<file path="src/design/irpw_pkg.sv">
// Package for the IR pulse-width transceiver.
// Opcodes, register indexes, reset values and shared structs; no dependencies.
package irpw_pkg;

  typedef enum logic [1:0] {
    OP_EDGE = 2'd0,
    OP_SEND = 2'd1,
    OP_TICK = 2'd2,
    OP_NONE = 2'd3
  } opcode_t;

  localparam int unsigned CFG_IDX_W = 3;

  localparam logic [CFG_IDX_W-1:0] REG_START_MIN    = 3'd0;
  localparam logic [CFG_IDX_W-1:0] REG_IDLE_TIMEOUT = 3'd1;
  localparam logic [CFG_IDX_W-1:0] REG_START_TICKS  = 3'd2;
  localparam logic [CFG_IDX_W-1:0] REG_GAP_TICKS    = 3'd3;
  localparam logic [CFG_IDX_W-1:0] REG_ZERO_TICKS   = 3'd4;
  localparam logic [CFG_IDX_W-1:0] REG_ONE_TICKS    = 3'd5;

  localparam logic [15:0] RST_START_MIN    = 16'd200;
  localparam logic [15:0] RST_IDLE_TIMEOUT = 16'd10000;
  localparam logic [7:0]  RST_START_TICKS  = 8'd80;
  localparam logic [7:0]  RST_GAP_TICKS    = 8'd40;
  localparam logic [7:0]  RST_ZERO_TICKS   = 8'd20;
  localparam logic [7:0]  RST_ONE_TICKS    = 8'd60;

  // start burst phase; phases count down to the final on tick at zero
  localparam logic [4:0] PHASE_START = 5'd18;
  localparam logic [4:0] PHASE_LAST  = 5'd0;
  localparam logic [3:0] RX_BITS     = 4'd8;

  typedef struct packed {
    logic [15:0] start_min_us;
    logic [15:0] idle_timeout_us;
    logic [7:0]  start_ticks;
    logic [7:0]  gap_ticks;
    logic [7:0]  zero_ticks;
    logic [7:0]  one_ticks;
  } cfg_t;

  typedef struct packed {
    logic [7:0] rx_byte;
    logic       rx_byte_valid;
    logic       rx_done;
  } rx_res_t;

  typedef struct packed {
    logic carrier_on;
    logic tx_busy;
    logic tx_accepted;
  } tx_res_t;

endpackage

</file>
<file path="src/design/ir_pulse_width_transceiver.sv">
// Top level of the IR pulse-width transceiver: input register, rx/tx update, result register.
// Depends on irpw_pkg, irpw_cfg, irpw_rx, irpw_tx.
//
// Usage:
//   Input channel (in_valid/in_stall) carries one item per transfer: a pin edge
//   with its microsecond stamp, a transmit request with a byte, or a carrier tick.
//   Every item produces exactly one result transfer on out_valid/out_stall
//   showing receive status, carrier enable and transmitter status after the item.
//   Pipeline: an item passes the input register, then the result register,
//   whose contents are offered on out_valid; a stall can hold it in either.
//   Throughput: one item per cycle while out_stall is low; the rx and tx state
//   update as an item moves from the input register to the result register.
//   Stall: while the result register holds an untaken result and out_stall is
//   high, the input register keeps its item and in_stall rises once it is full;
//   up to two items sit in the block before in_stall asserts.
//   Configuration: cfg_valid/cfg_ready write register cfg_index with cfg_data;
//   cfg_ready is always high. Write only while the block holds no item.
//   Reset (rst_n low, synchronous): receiver idle, transmitter idle, carrier
//   off, both pipeline registers empty, registers back to their defaults.
module ir_pulse_width_transceiver
  import irpw_pkg::*;
(
  input  logic                 clk,
  input  logic                 rst_n,
  // input channel
  input  logic                 in_valid,
  output logic                 in_stall,
  input  logic [1:0]           in_opcode,
  input  logic                 in_pin_level,
  input  logic [15:0]          in_now_us,
  input  logic [7:0]           in_tx_byte,
  // result channel
  output logic                 out_valid,
  input  logic                 out_stall,
  output logic [7:0]           out_rx_byte,
  output logic                 out_rx_byte_valid,
  output logic                 out_rx_done,
  output logic                 out_carrier_on,
  output logic                 out_tx_busy,
  output logic                 out_tx_accepted,
  // configuration
  input  logic                 cfg_valid,
  output logic                 cfg_ready,
  input  logic [CFG_IDX_W-1:0] cfg_index,
  input  logic [15:0]          cfg_data
);

  cfg_t    cfg;
  rx_res_t rx_res;
  tx_res_t tx_res;
  logic    tx_sending;

  // input register
  logic        in_valid_r;
  logic [1:0]  op_r;
  logic        level_r;
  logic [15:0] now_r;
  logic [7:0]  byte_r;

  // result register
  logic        out_valid_r;
  rx_res_t     rx_out_r;
  tx_res_t     tx_out_r;

  logic out_free;
  logic advance;
  opcode_t op;

  assign out_free = !out_valid_r || !out_stall;
  assign advance  = in_valid_r && out_free;   // state update happens here
  assign in_stall = in_valid_r && !out_free;
  assign op       = opcode_t'(op_r);

  assign cfg_ready = 1'b1;

  always_ff @(posedge clk) begin
    if (!rst_n) begin
      in_valid_r <= 1'b0;
    end else if (!in_stall) begin
      in_valid_r <= in_valid;
    end
  end

  always_ff @(posedge clk) begin
    if (in_valid && !in_stall) begin
      op_r    <= in_opcode;
      level_r <= in_pin_level;
      now_r   <= in_now_us;
      byte_r  <= in_tx_byte;
    end
  end

  irpw_cfg u_cfg (
    .clk      (clk),
    .rst_n    (rst_n),
    .wr_en    (cfg_valid && cfg_ready),
    .wr_index (cfg_index),
    .wr_data  (cfg_data),
    .cfg      (cfg)
  );

  // receiver drops any open frame on edges while the transmitter is busy
  irpw_rx u_rx (
    .clk        (clk),
    .rst_n      (rst_n),
    .en         (advance),
    .op         (op),
    .pin_level  (level_r),
    .now_us     (now_r),
    .tx_sending (tx_sending),
    .cfg        (cfg),
    .res        (rx_res)
  );

  irpw_tx u_tx (
    .clk        (clk),
    .rst_n      (rst_n),
    .en         (advance),
    .op         (op),
    .tx_byte    (byte_r),
    .cfg        (cfg),
    .tx_sending (tx_sending),
    .res        (tx_res)
  );

  always_ff @(posedge clk) begin
    if (!rst_n) begin
      out_valid_r <= 1'b0;
    end else if (out_free) begin
      out_valid_r <= advance;
    end
  end

  always_ff @(posedge clk) begin
    if (advance) begin
      rx_out_r <= rx_res;
      tx_out_r <= tx_res;
    end
  end

  assign out_valid         = out_valid_r;
  assign out_rx_byte       = rx_out_r.rx_byte;
  assign out_rx_byte_valid = rx_out_r.rx_byte_valid;
  assign out_rx_done       = rx_out_r.rx_done;
  assign out_carrier_on    = tx_out_r.carrier_on;
  assign out_tx_busy       = tx_out_r.tx_busy;
  assign out_tx_accepted   = tx_out_r.tx_accepted;

  // a taken request always starts with the carrier on
  a_accept_starts_burst: assert property (@(posedge clk) disable iff (!rst_n)
    out_valid && out_tx_accepted |-> out_carrier_on && out_tx_busy)
    else $error("accepted request without carrier and busy");

  // carrier only runs inside a transmission
  a_carrier_needs_busy: assert property (@(posedge clk) disable iff (!rst_n)
    out_valid && out_carrier_on |-> out_tx_busy)
    else $error("carrier on while transmitter idle");

  // a completed byte is always marked valid
  a_done_sets_valid: assert property (@(posedge clk) disable iff (!rst_n)
    out_valid && out_rx_done |-> out_rx_byte_valid)
    else $error("rx_done without rx_byte_valid");

  // input side only stalls when the result register is blocked
  a_stall_only_when_blocked: assert property (@(posedge clk) disable iff (!rst_n)
    in_stall |-> out_valid && out_stall)
    else $error("input stalled with free result register");

endmodule

</file>
<file path="src/design/irpw_cfg.sv">
// Configuration register file of the IR transceiver.
// Depends on irpw_pkg.
module irpw_cfg
  import irpw_pkg::*;
(
  input  logic                 clk,
  input  logic                 rst_n,
  input  logic                 wr_en,
  input  logic [CFG_IDX_W-1:0] wr_index,
  input  logic [15:0]          wr_data,
  output cfg_t                 cfg
);

  cfg_t cfg_r;
  cfg_t cfg_nxt;

  always_comb begin
    cfg_nxt = cfg_r;
    if (wr_en) begin
      case (wr_index)
        REG_START_MIN:    cfg_nxt.start_min_us    = wr_data;
        REG_IDLE_TIMEOUT: cfg_nxt.idle_timeout_us = wr_data;
        REG_START_TICKS:  cfg_nxt.start_ticks     = wr_data[7:0];
        REG_GAP_TICKS:    cfg_nxt.gap_ticks       = wr_data[7:0];
        REG_ZERO_TICKS:   cfg_nxt.zero_ticks      = wr_data[7:0];
        REG_ONE_TICKS:    cfg_nxt.one_ticks       = wr_data[7:0];
        default:          cfg_nxt = cfg_r;
      endcase
    end
  end

  always_ff @(posedge clk) begin
    if (!rst_n) begin
      cfg_r.start_min_us    <= RST_START_MIN;
      cfg_r.idle_timeout_us <= RST_IDLE_TIMEOUT;
      cfg_r.start_ticks     <= RST_START_TICKS;
      cfg_r.gap_ticks       <= RST_GAP_TICKS;
      cfg_r.zero_ticks      <= RST_ZERO_TICKS;
      cfg_r.one_ticks       <= RST_ONE_TICKS;
    end else begin
      cfg_r <= cfg_nxt;
    end
  end

  assign cfg = cfg_r;

endmodule

</file>
<file path="src/design/irpw_rx.sv">
// Pulse-width receiver: start detection, bit slicing, frame abort.
// Depends on irpw_pkg.
module irpw_rx
  import irpw_pkg::*;
(
  input  logic        clk,
  input  logic        rst_n,
  input  logic        en,
  input  opcode_t     op,
  input  logic        pin_level,
  input  logic [15:0] now_us,
  input  logic        tx_sending,
  input  cfg_t        cfg,
  output rx_res_t     res
);

  logic [15:0] last_edge_r, last_edge_nxt;
  logic [3:0]  bits_left_r, bits_left_nxt;
  logic [7:0]  shift_r, shift_nxt;
  logic [14:0] thr_r, thr_nxt;
  logic [7:0]  byte_r, byte_nxt;
  logic        valid_r, valid_nxt;
  logic        done;
  logic [15:0] elapsed;

  assign elapsed = now_us - last_edge_r;

  always_comb begin
    last_edge_nxt = last_edge_r;
    bits_left_nxt = bits_left_r;
    shift_nxt     = shift_r;
    thr_nxt       = thr_r;
    byte_nxt      = byte_r;
    valid_nxt     = valid_r;
    done          = 1'b0;
    if (en && (op == OP_EDGE)) begin
      if (tx_sending) begin
        // own transmission echoes: drop any frame, keep the time base
        bits_left_nxt = 4'd0;
      end else begin
        last_edge_nxt = now_us;
        if (pin_level) begin
          if (bits_left_r == 4'd0) begin
            if (elapsed > cfg.start_min_us) begin
              thr_nxt       = elapsed[15:1];
              shift_nxt     = 8'd0;
              bits_left_nxt = RX_BITS;
              valid_nxt     = 1'b0;
            end
          end else begin
            shift_nxt     = {shift_r[6:0], (elapsed > {1'b0, thr_r})};
            bits_left_nxt = bits_left_r - 4'd1;
            if (bits_left_r == 4'd1) begin
              byte_nxt  = {shift_r[6:0], (elapsed > {1'b0, thr_r})};
              valid_nxt = 1'b1;
              done      = 1'b1;
            end
          end
        end else if (elapsed > cfg.idle_timeout_us) begin
          bits_left_nxt = 4'd0;
        end
      end
    end
  end

  always_ff @(posedge clk) begin
    if (!rst_n) begin
      last_edge_r <= '0;
      bits_left_r <= '0;
      shift_r     <= '0;
      thr_r       <= '0;
      byte_r      <= '0;
      valid_r     <= 1'b0;
    end else begin
      last_edge_r <= last_edge_nxt;
      bits_left_r <= bits_left_nxt;
      shift_r     <= shift_nxt;
      thr_r       <= thr_nxt;
      byte_r      <= byte_nxt;
      valid_r     <= valid_nxt;
    end
  end

  assign res.rx_byte       = byte_nxt;
  assign res.rx_byte_valid = valid_nxt;
  assign res.rx_done       = done;

endmodule

</file>
<file path="src/design/irpw_tx.sv">
// Pulse-width transmitter: phase sequencer and burst tick counter.
// Depends on irpw_pkg.
module irpw_tx
  import irpw_pkg::*;
(
  input  logic       clk,
  input  logic       rst_n,
  input  logic       en,
  input  opcode_t    op,
  input  logic [7:0] tx_byte,
  input  cfg_t       cfg,
  output logic       tx_sending,
  output tx_res_t    res
);

  logic       pending_r, pending_nxt;
  logic [4:0] phase_r, phase_nxt;
  logic [7:0] ticks_r, ticks_nxt;
  logic [7:0] shift_r, shift_nxt;
  logic       carrier_r, carrier_nxt;
  logic       accepted;
  logic [7:0] ticks_dec;
  logic [4:0] phase_dec;

  assign ticks_dec = ticks_r - 8'd1;
  assign phase_dec = phase_r - 5'd1;

  always_comb begin
    pending_nxt = pending_r;
    phase_nxt   = phase_r;
    ticks_nxt   = ticks_r;
    shift_nxt   = shift_r;
    carrier_nxt = carrier_r;
    accepted    = 1'b0;
    if (en) begin
      case (op)
        OP_SEND: begin
          if (!pending_r) begin
            shift_nxt   = tx_byte;
            phase_nxt   = PHASE_START;
            ticks_nxt   = cfg.start_ticks;
            carrier_nxt = 1'b1;
            pending_nxt = 1'b1;
            accepted    = 1'b1;
          end
        end
        OP_TICK: begin
          if (phase_r != PHASE_LAST) begin
            ticks_nxt = ticks_dec;
            if (ticks_dec == 8'd0) begin
              carrier_nxt = ~carrier_r;
              phase_nxt   = phase_dec;
              if (phase_dec == PHASE_LAST) begin
                ticks_nxt = 8'd0;
              end else if (phase_dec[0]) begin
                ticks_nxt = cfg.gap_ticks;
              end else begin
                ticks_nxt = shift_r[7] ? cfg.one_ticks : cfg.zero_ticks;
                shift_nxt = {shift_r[6:0], 1'b0};
              end
            end
          end else if (pending_r) begin
            carrier_nxt = 1'b0;
            pending_nxt = 1'b0;
          end
        end
        default: ;
      endcase
    end
  end

  always_ff @(posedge clk) begin
    if (!rst_n) begin
      pending_r <= 1'b0;
      phase_r   <= '0;
      ticks_r   <= '0;
      shift_r   <= '0;
      carrier_r <= 1'b0;
    end else begin
      pending_r <= pending_nxt;
      phase_r   <= phase_nxt;
      ticks_r   <= ticks_nxt;
      shift_r   <= shift_nxt;
      carrier_r <= carrier_nxt;
    end
  end

  assign tx_sending      = pending_r;
  assign res.carrier_on  = carrier_nxt;
  assign res.tx_busy     = pending_nxt;
  assign res.tx_accepted = accepted;

endmodule

</file>
<file path="config.mk">
export PLATFORM = sky130hd
export DESIGN_NAME = ir_pulse_width_transceiver
export DESIGN_NICKNAME = d
export VERILOG_FILES = /design/src/design/irpw_pkg.sv /design/src/design/ir_pulse_width_transceiver.sv /design/src/design/irpw_cfg.sv /design/src/design/irpw_rx.sv /design/src/design/irpw_tx.sv
export SDC_FILE = /design/constraint.sdc
export NUM_CORES = 1
export LEC_CHECK = 0
export BUFFER_PORTS_ARGS = -buffer_cell sky130_fd_sc_hd__buf_2
export CAP_MARGIN = 10
export CORE_UTILIZATION = 61
export CTS_CLUSTER_SIZE = 10
export DETAILED_ROUTE_END_ITERATION = 8
export PLACE_DENSITY = 0.8
export SYNTH_ARGS = -nofsm -noshare
export SYNTH_HDL_FRONTEND = slang
export SYNTH_HIERARCHICAL = 1
export SYNTH_SLANG_ARGS = --single-unit
</file>
<file path="constraint.sdc">
create_clock -name clk -period 4.7 [get_ports clk]
set_input_delay 0.94 -clock clk [delete_from_list [all_inputs] [get_ports clk]]
set_output_delay 0.94 -clock clk [all_outputs]
set_load 0.01 [all_outputs]
</file>
==> metrics.txt <==
final setup margin 0.4763 ns; first-pass GRT wire length between 30000 and 40000 um; Max H-tree Level 4; Residual DRC 0; met3 WL post-DR 579 um; Synth top cells by count nand2_1, dfxtp_1, mux2i_1; async set or reset register ratio after synthesis 0%; HP Class reg2reg; Post-synth EDFFs 40; NumNets Final about 1200; # diodes 0; initial core utilization 62.67%; Slew Viols, Final 0; Critical R2R Launch now_r[0]$_DFFE_PP_; Filler cells approximately 1200; DPL Wire Length 13880 um; vias in the first global route between 6000 and 7000; root buffer cell clkbuf_16; clock latency on the worst-skew pair 0.44 ns; post_cts resized 0; WL final between 15000 and 20000 um; Mapped Avg Cell Area 9.537 um^2; Syn Std Cell Area 9528 um^2; Post-DRT Antenna Nets 0; Synth-to-Final Area Change 10.03%; cell type with the largest total area after synthesis dfxtp_1; cts bufs inserted 17; initial antenna violation count 0; Worst-path clk slew 0.07 ns; largest family of logic cells by synthesized area simple AND/OR/NAND/NOR gates; Critical Path Sink Type flop; multiplexer area fraction after synthesis 9.993%; total global routing track utilization between 20% and 30%; vias after detailed routing 7075; Storage cell area around 4000 um^2; prevailing post-synth register cell dfxtp_1; Via density 5.687; Setup Viol. Count Final 0; Critical Path Source Type flop; Worst slew margin 46.96%; Pwr per Cell Area 331.8 nW/um^2; Leakage 4.204 nW; final worst-path cycle share about 90%; RSZ-0062 raised after global routing no; area of the multi-input gates 5001 um^2; area share of and/or/nand/nor cells after synthesis 16.81%; # clock sinks 180; XOR/XNOR share of the synthesized area 2.193%; Die Y 127.0 um; flop and latch count out of synthesis 180; YS warnings 6; Mapped Nets 1120; met2 wire length 9562 um; full die area 16120 um^2; status finished, final reports clean; CP Max Fanout 7; # Max-Cap Violations 0; worst slew pin tran 0.7945 ns; Hold Path Origin u_rx/thr_r[12]$_SDFFE_PN0P_; Post-CTS Setup Bufs 0; top cells by area, synth dfxtp_1, edfxtp_1, mux2i_1, ha_1, nand2_1; TNS Setup 0 ns; final hold violations 0; Starting DRT DRC Count 301; M1 WL 9101 um; CP Data Arrival Time 4.60 ns; Placer Congestion around 0.9; Max Clock Freq 0.2368 GHz; largest net degree at the start of global routing 70; hold_ws 0.4502 ns; drt pass-1 iters 4; Mapped Cells roughly 1000; Synth top area share 29.42%; Critical Path Source now_r[0]$_DFFE_PP_; DR WL/cell 15.75 um; CTS Buffer Depth 2; sequential element share of the synthesized area 42.02%; CTS tree yes; gr ovfl total 0; post-synthesis compound-gate area fraction 13.96%; Die X about 130 um; DP Worst Slack around 0.53 ns; unique cell type count in the Yosys netlist between 80 and 90; CP required 5.08 ns; min cycle time layout 4.224 ns; clock skew roughly 0.007 ns; Synth Area in Adders 9.271%; Top Layer Used met4; cts hold-fix bufs 0; Crit Path Class reg2reg; Port Buf Inserts 65; row count 45; IO Pins 67; Max IR drop VDD 0.2724 mV; most common cell in the netlist nand2_1; share of post-route cells with drive strength above 1 12.69%; Core ar. 15200 um^2
## registers in the layout, indices dropped and copies added (netlist names), 4 cells and up
| signal | flops |
|---|---|
| byte_r | 8 |
| u_cfg/cfg | 64 |
| u_rx/shift_r | 7 |
| now_r | 16 |
| u_rx/last_edge_r | 16 |
| u_tx/phase_r | 5 |
| u_rx/thr_r | 15 |
| out_rx_byte | 8 |
| u_rx/byte_r | 8 |
| u_tx/ticks_r | 8 |
| u_tx/shift_r | 8 |
| u_rx/bits_left_r | 4 |
## placed cells by master (no fill, tap or decap), types with 3 or more instances in the layout
master / n
a31oi_1: 11
nor2_1: 26
nor3b_1: 3
xnor2_1: 14
nand4b_1: 4
a21oi_2: 7
o21a_1: 5
nor4_1: 4
a21oi_1: 43
nand4bb_1: 3
clkbuf_16: 17
nand2b_1: 9
nand3_1: 9
o211ai_1: 9
edfxtp_1: 40
o21ai_1: 6
ha_1: 69
xor2_1: 8
a21o_1: 14
and2_1: 14
a21boi_1: 7
dfxtp_1: 140
a32o_1: 6
o31ai_1: 9
nor2b_1: 48
a21boi_0: 11
clkinvlp_4: 5
inv_1: 76
nand2_1: 150
o21ai_0: 30
a211oi_1: 3
buf_2: 64
clkinv_4: 4
nor3_1: 9
nand4_1: 8
buf_4: 10
mux2i_1: 94
## worst paths after layout
path / to / slack [ns] / cells past startpoint
worst min-delay path: u_rx/thr_r[12]$_SDFFE_PN0P_ / 0.45 / 2
worst min register to register: u_rx/thr_r[12]$_SDFFE_PN0P_ / 0.45 / 2
worst max-delay path: u_rx/shift_r[1]$_SDFFE_PN0P_ / 0.48 / 16
worst max register to register: u_rx/shift_r[1]$_SDFFE_PN0P_ / 0.48 / 16
## metrics by stage
step           std cells  total power (W)  utilization [%]  instance area, um^2
6_report            1244         0.003479            68.96                10480
3_3_place_gp        1212         0.002149            65.28                 9925
4_1_cts             1244         0.003504            68.96                10480
5_1_grt             1244         0.003630            68.96                10480
2_1_floorplan        999         0.002033                -                 9528
3_5_place_dp        1212         0.002165            65.28                 9925
## per-layer routing
metal / vias to the layer above / GRT usage, %
li1: 3582 / -
met1: 3340 / 32.05
met2: 121 / 44.12
met3: 32 / 5.486
met4: 0 / 8.824
met5: - / 0
## power by group
part	switching, W	internal, W	total (W)
clock	0.000606	0.000732	0.00134
combinational	0.000288	0.000200	0.000488
sequential	0.0000280	0.00162	0.00165
## critical path, stage by stage, from the launching register on
cell and delay [ns]:
edfxtp_1 0.35, inv_1 0.05, ha_1 0.20, fa_1 0.40
nor2b_1 0.18, o2111ai_1 0.17, a31oi_1 0.31, o21ai_1 0.11
a21oi_1 0.17, xor2_1 0.32, ha_1 0.20, and4_1 0.18
nand3_1 0.13, nor4_1 0.57, a21oi_1 0.19, a31oi_2 0.43
a32o_1 0.19
## cells by family after synthesis
kind of cell	after synthesis
XOR/XNOR	23
AO/OA/AOI/OAI	191
buffers and inverters	126
AND/OR/NAND/NOR	313
adder cells (fa/ha/maj)	70
multiplexers	95
flip-flops	180
other	1
## final cells by class
type	count	share of cell area, %
clock buffers	18	4.094
clock inverters	14	1.241
inverters	77	2.757
multi-input cells	693	47.70
flip-flops and latches	180	38.19
well taps	188	2.244
repair buffers	74	3.771
Power figures use the tool's default switching activity.
